**config.mk**
```make
export PLATFORM = sky130hd
export DESIGN_NAME = character_sorter
export DESIGN_NICKNAME = d
export VERILOG_FILES = /design/src/design/chs_pkg.sv /design/src/design/chs_cell.sv /design/src/design/character_sorter.sv
export SDC_FILE = /design/constraint.sdc
export NUM_CORES = 1
export LEC_CHECK = 0
export ABC_AREA = 1
export BUFFER_PORTS_ARGS = -buffer_cell sky130_fd_sc_hd__clkbuf_2
export CAP_MARGIN = 20
export CORE_MARGIN = 2
export CORE_UTILIZATION = 64
export CTS_BUF_LIST = sky130_fd_sc_hd__clkbuf_4
export CTS_CLUSTER_DIAMETER = 120
export CTS_CLUSTER_SIZE = 8
export DETAILED_ROUTE_END_ITERATION = 12
export GPL_ROUTABILITY_DRIVEN = 0
export PLACE_DENSITY = 0.87
export SLEW_MARGIN = 0
export SYNTH_ARGS = -nofsm -noshare
export SYNTH_HDL_FRONTEND = slang
export SYNTH_HIERARCHICAL = 1
export SYNTH_SLANG_ARGS = --single-unit
export TNS_END_PERCENT = 50
```
**constraint.sdc**
```tcl
create_clock -name clk -period 20.1 [get_ports clk]
set_input_delay 4.02 -clock clk [delete_from_list [all_inputs] [get_ports clk]]
set_output_delay 4.02 -clock clk [all_outputs]
set_load 0.01 [all_outputs]
```
**src/design/chs_pkg.sv**
```systemverilog
// ----------------------------------------------------------------------------
// chs_pkg
// Shared types and constants of the character sorter.
// ----------------------------------------------------------------------------
package chs_pkg;

    // Capacity of the insertion chain, one character per cell.
    localparam int MAX_LEN = 32;

    typedef enum logic
    {
        ST_LOAD,
        ST_DRAIN
    } chs_state_t;

    // Per-cycle command broadcast to every cell of the chain.
    typedef struct packed
    {
        logic load;   // insert the broadcast character
        logic shift;  // move every entry one cell toward the head
    } chs_ctrl_t;

endpackage

```
**src/design/chs_cell.sv**
```systemverilog
// ----------------------------------------------------------------------------
// chs_cell
// One cell of the sorting chain: holds one character and a valid bit.
// ----------------------------------------------------------------------------
module chs_cell
(
    input  logic                 clk,
    input  logic                 rst_n,
    input  chs_pkg::chs_ctrl_t   ctrl,
    input  logic signed [7:0]    char_in,
    input  logic signed [7:0]    left_value,
    input  logic                 left_valid,
    input  logic                 left_gt,
    input  logic signed [7:0]    right_value,
    input  logic                 right_valid,
    output logic signed [7:0]    value,
    output logic                 valid,
    output logic                 gt
);

    logic signed [7:0] value_reg;
    logic signed [7:0] value_next;
    logic              valid_reg;
    logic              valid_next;

    // An empty cell acts as plus infinity, so the greater flags form a
    // suffix of the chain and the new character lands at the first one.
    assign gt = !valid_reg || (value_reg > char_in);

    always_comb
    begin
        value_next = value_reg;
        valid_next = valid_reg;
        if (ctrl.shift)
        begin
            value_next = right_value;
            valid_next = right_valid;
        end
        else if (ctrl.load && gt)
        begin
            value_next = left_gt ? left_value : char_in;
            valid_next = valid_reg | left_valid;
        end
    end

    always_ff @(posedge clk or negedge rst_n)
    begin
        if (!rst_n)
        begin
            valid_reg <= 1'b0;
        end
        else
        begin
            valid_reg <= valid_next;
        end
    end

    always_ff @(posedge clk)
    begin
        value_reg <= value_next;
    end

    assign value = value_reg;
    assign valid = valid_reg;

endmodule

```
**src/design/character_sorter.sv**
```systemverilog
// ----------------------------------------------------------------------------
// character_sorter
// Sorts a string of signed 8-bit characters in a systolic insertion chain.
// ----------------------------------------------------------------------------
// Each accepted character is inserted in place into a chain of MAX_LEN cells,
// so characters load at one per cycle and the string is already sorted when
// its last character arrives. After the transaction that carries
// end_of_string the chain drains from its head, one result per cycle while
// out_stall is low, ascending in signed order, and in_stall stays high during
// the drain. Characters beyond MAX_LEN are dropped and reported by overflow
// on the result that carries last_out.
module character_sorter
(
    input  logic              clk,
    input  logic              rst_n,
    input  logic              in_valid,
    output logic              in_stall,
    input  logic signed [7:0] char_in,
    input  logic              end_of_string,
    output logic              out_valid,
    input  logic              out_stall,
    output logic signed [7:0] sorted_char,
    output logic              last_out,
    output logic              overflow
);

    localparam int N = chs_pkg::MAX_LEN;

    chs_pkg::chs_state_t state_reg;
    chs_pkg::chs_state_t state_next;
    logic                dropped_reg;
    logic                dropped_next;
    chs_pkg::chs_ctrl_t  ctrl;
    logic                in_take;
    logic                out_take;
    logic                full;

    logic signed [7:0]   cell_value [N];
    logic                cell_valid [N];
    logic                cell_gt    [N];

    assign full     = cell_valid[N-1];
    assign in_take  = in_valid && !in_stall;
    assign out_take = out_valid && !out_stall;

    // Next state
    always_comb
    begin
        state_next = state_reg;
        unique case (state_reg)
            chs_pkg::ST_LOAD:
            begin
                if (in_take && end_of_string)
                begin
                    state_next = chs_pkg::ST_DRAIN;
                end
            end
            chs_pkg::ST_DRAIN:
            begin
                if (out_take && last_out)
                begin
                    state_next = chs_pkg::ST_LOAD;
                end
            end
            default:
            begin
                state_next = chs_pkg::ST_LOAD;
            end
        endcase
    end

    // Outputs of the controller
    always_comb
    begin
        in_stall   = 1'b1;
        out_valid  = 1'b0;
        ctrl.load  = 1'b0;
        ctrl.shift = 1'b0;
        unique case (state_reg)
            chs_pkg::ST_LOAD:
            begin
                in_stall  = 1'b0;
                ctrl.load = in_take && !full;
            end
            chs_pkg::ST_DRAIN:
            begin
                out_valid  = 1'b1;
                ctrl.shift = out_take;
            end
            default:
            begin
                in_stall = 1'b1;
            end
        endcase
    end

    always_comb
    begin
        dropped_next = dropped_reg;
        if (in_take && full)
        begin
            dropped_next = 1'b1;
        end
        else if (out_take && last_out)
        begin
            dropped_next = 1'b0;
        end
    end

    always_ff @(posedge clk or negedge rst_n)
    begin
        if (!rst_n)
        begin
            state_reg   <= chs_pkg::ST_LOAD;
            dropped_reg <= 1'b0;
        end
        else
        begin
            state_reg   <= state_next;
            dropped_reg <= dropped_next;
        end
    end

    genvar i;
    generate
        for (i = 0; i < N; i++)
        begin : g_cell
            logic signed [7:0] lv;
            logic              lval;
            logic              lgt;
            logic signed [7:0] rv;
            logic              rval;

            if (i == 0)
            begin : g_head
                assign lv   = char_in;
                assign lval = 1'b1;
                assign lgt  = 1'b0;
            end
            else
            begin : g_body
                assign lv   = cell_value[i-1];
                assign lval = cell_valid[i-1];
                assign lgt  = cell_gt[i-1];
            end

            if (i == N - 1)
            begin : g_tail
                assign rv   = cell_value[i];
                assign rval = 1'b0;
            end
            else
            begin : g_mid
                assign rv   = cell_value[i+1];
                assign rval = cell_valid[i+1];
            end

            chs_cell u_cell
            (
                .clk         (clk),
                .rst_n       (rst_n),
                .ctrl        (ctrl),
                .char_in     (char_in),
                .left_value  (lv),
                .left_valid  (lval),
                .left_gt     (lgt),
                .right_value (rv),
                .right_valid (rval),
                .value       (cell_value[i]),
                .valid       (cell_valid[i]),
                .gt          (cell_gt[i])
            );
        end
    endgenerate

    // The head cell is the output register; the final result is the one
    // with nothing behind it.
    assign sorted_char = cell_value[0];
    assign last_out    = !cell_valid[1];
    assign overflow    = last_out && dropped_reg;

endmodule

```
==> results.ini <==
[synthesis]
synth-seq-cells=290
synth_seq_area_share_pct=37.2
ys.flop_type=edfxtp_1
synthDistinctLibCells=22
synth_edf_count=256
syn_area_per_cell_um2=8.02
synthCells=2859
synthesis.area_um2=22900
yosysWarnings=6
async_flop_share_pct=11.7

[floorplan]
rows=69
core-area_um2=35400
dieWidth_um=193
ios=25
die-area_um2=37300
start_util_pct=64.8
chipHeight_um=193

[drt]
drt_wl_total_mm=61.8
avgViaCountPerCell=6.10
wl_per_cell_um=18.3
first_iter_violations=2302
wl_met3_mm=5.53
vias=20600
met1Wirelength_mm=23.9
drcViolationCount=0
drtAntennaViolNets=0
highest_layer=met4
dr_wl_met2_mm=29.6
first_pass_iters=6

[timing]
setup_ws_ps=13620
fmax_ghz=0.154
final.period_utilization_pct=32.2
finalSetupViolCount=0
tightest_slew_ps=1270
final.setup_skew_ps=28.6
finalHoldViolCount=0
rsz0062_at_grt=false
min_period_ps=6480
drv_slew=0
slew-limit-headroom_pct=15.1
tns_ps=0

[final_layout]
layoutNonFillerInstCount=3372
areaGrowthSynthToFinish_pct=4.21
regArea_um2=8540
drive_gt1_share_pct=10.4
stdcell_area_um2=23900
most-common-layout-cells=nand2_1 (755), inv_1 (432), a21oi_1 (256), ha_1 (256), edfxtp_1 (256)
final_common_cell=nand2_1
layout.nets=3147
fillers=2852
multi_input_area_um2=12300
largest_reg_flops=256

[worst_setup_path]
crit_slowest_cell=clkbuf_2
r2r_end=g_cell[13].u_cell/value[0]$_DFFE_PP_
crit_buf_inv=3
cp-start-kind=input port
worst_ep_arrival_time_ps=6890
cp_top_family=buffers and inverters
cp_cell_sequence=clkbuf_2, buf_4, inv_1, ha_1, nand2_1, nor2_1, nor2_2, nand2_1, nand2_1, nand3_2, nand2_2, nand2_2, nand2_2
r2r_start=state_reg$_DFF_PN0_
worstPathMaxFanout=41
r2r_slack_ps=16740
path_class=in2reg
crit_path_end_kind=flip-flop
slowest_delay_ps=650
crit_required_ps=20510
worstRegToRegCells=6

[clock_network]
post-cts-setup-buffers=0
clkLatencyLatePin_ps=700
path_clk_slew_ps=100
cts_buffers=42
cts_hold_buf=0
cts.path.max_buffers=3
cts.htree.levels=2
cts_tree=done
post_cts_resized=0
clockRootBuffer=clkbuf_4
clock_sinks=290

[grt]
track_usage_pct=32.5
grt_overflow_total=0
antenna_found_initial=1
grt_pass1_vias=20200
grt_pass1_wl_mm=99.7
grt_max_degree=96

[placed_design]
placed_cells=3294
port_buffers=24
placed_cell_area_um2=23300
place_worst_setup_slack_ps=13020
dp_hpwl_mm=42.7

[pwr]
power_density_nw_per_um2=174
p_leak_nw=11.8
vdd.ir_drop.worst_mv=0.101

[min_path]
hold_depth=2
min_delay_worst_endpoint=dropped_reg$_DFFE_PN0P_
min-delay-start=dropped_reg$_DFFE_PN0P_
hp-class=reg2reg

[job]
cap_viol_max_count=0

[run_status]
outcome=complete, no violations

-- per-layer routing --
| layer | vias up | global-route usage, % |
|---|---|---|
| li1 | 9649 | - |
| met1 | 9554 | 41.2 |
| met2 | 1106 | 55.6 |
| met3 | 261 | 4.18 |
| met4 | 0 | 14.9 |
| met5 | - | 0 |
-- worst max path at each step --
stage / start / cells after the start / slack (ps) / endpoint
after floorplan: out_stall / 4 / 9360 / g_cell[0].u_cell/value[0]$_DFFE_PP_
after global placement: char_in[6] / 14 / 13140 / g_cell[17].u_cell/value[2]$_DFFE_PP_
after detailed placement: char_in[6] / 14 / 13020 / g_cell[20].u_cell/value[4]$_DFFE_PP_
after CTS: char_in[6] / 14 / 13780 / g_cell[13].u_cell/value[0]$_DFFE_PP_
after global routing: char_in[6] / 14 / 13500 / g_cell[11].u_cell/value[6]$_DFFE_PP_
final: char_in[6] / 13 / 13620 / g_cell[9].u_cell/value[0]$_DFFE_PP_
-- tightest hold or removal path, cell delays in order, from the launching register on --
cell,delay [ps]
dfrtp_1,360
nand2_1,60
nand2_1,60
-- metrics by stage --
| stage | total power (W) | hold slack (ps) | utilization (%) |
|---|---|---|---|
| 4_1_cts | 0.00409 | 511 | 67.4 |
| 5_1_grt | 0.00448 | 540 | 67.5 |
| 6_report | 0.00415 | 504 | 67.5 |
| 2_1_floorplan | 0.00313 | 442 | - |
| 3_3_place_gp | 0.00356 | 458 | 65.8 |
| 3_5_place_dp | 0.00370 | 487 | 65.8 |
-- power by group --
group / leakage, nW / internal (W) / switching, W / total [W]
clock: 0.349 / 0.000166 / 0.000221 / 0.000388
combinational: 8.59 / 0.000839 / 0.00135 / 0.00219
sequential: 2.85 / 0.00117 / 0.000400 / 0.00157
total: 11.8 / 0.00218 / 0.00197 / 0.00415
-- cells by family after synthesis --
| logic type | Yosys count | synth area share, % |
|---|---|---|
| AOI/OAI and AO/OA | 640 | 17.8 |
| DFF | 290 | 37.2 |
| adders and majority gates | 256 | 14.0 |
| other | 2 | 0.0328 |
| and+or+nand+nor | 1154 | 21.6 |
| buffers and inverters | 517 | 9.30 |
-- final cells by class --
cell class                      instances  share of cell area [%]
Antenna cell                            1                  0.0105
Clock buffer                           75                    2.36
Clock inverter                          1                  0.0367
Inverter                              452                    7.10
Multi-Input combinational cell       2057                    51.4
Sequential cell                       290                    35.7
Tap cell                              461                    2.41
Timing Repair Buffer                   35                   0.901
-- cell usage after synthesis, types with 20 or more instances --
library cell  number  area [µm²]
nand3_1           66         330
ha_1             256        3200
nand2_1          755        2830
nor2_2            64         400
o21a_1           160        1200
edfxtp_1         256        7690
o21ai_0           32         160
a21o_1            32         240
o211ai_1         160        1200
nand4_1           32         200
nand2_2           96         601
nor2_1           131         492
inv_2             20        75.1
clkbuf_1          23        86.3
inv_1            432        1620
dfrtp_1           34         851
buf_4             24         180
a21oi_1          256        1280
(Power assumes the default switching activity.)
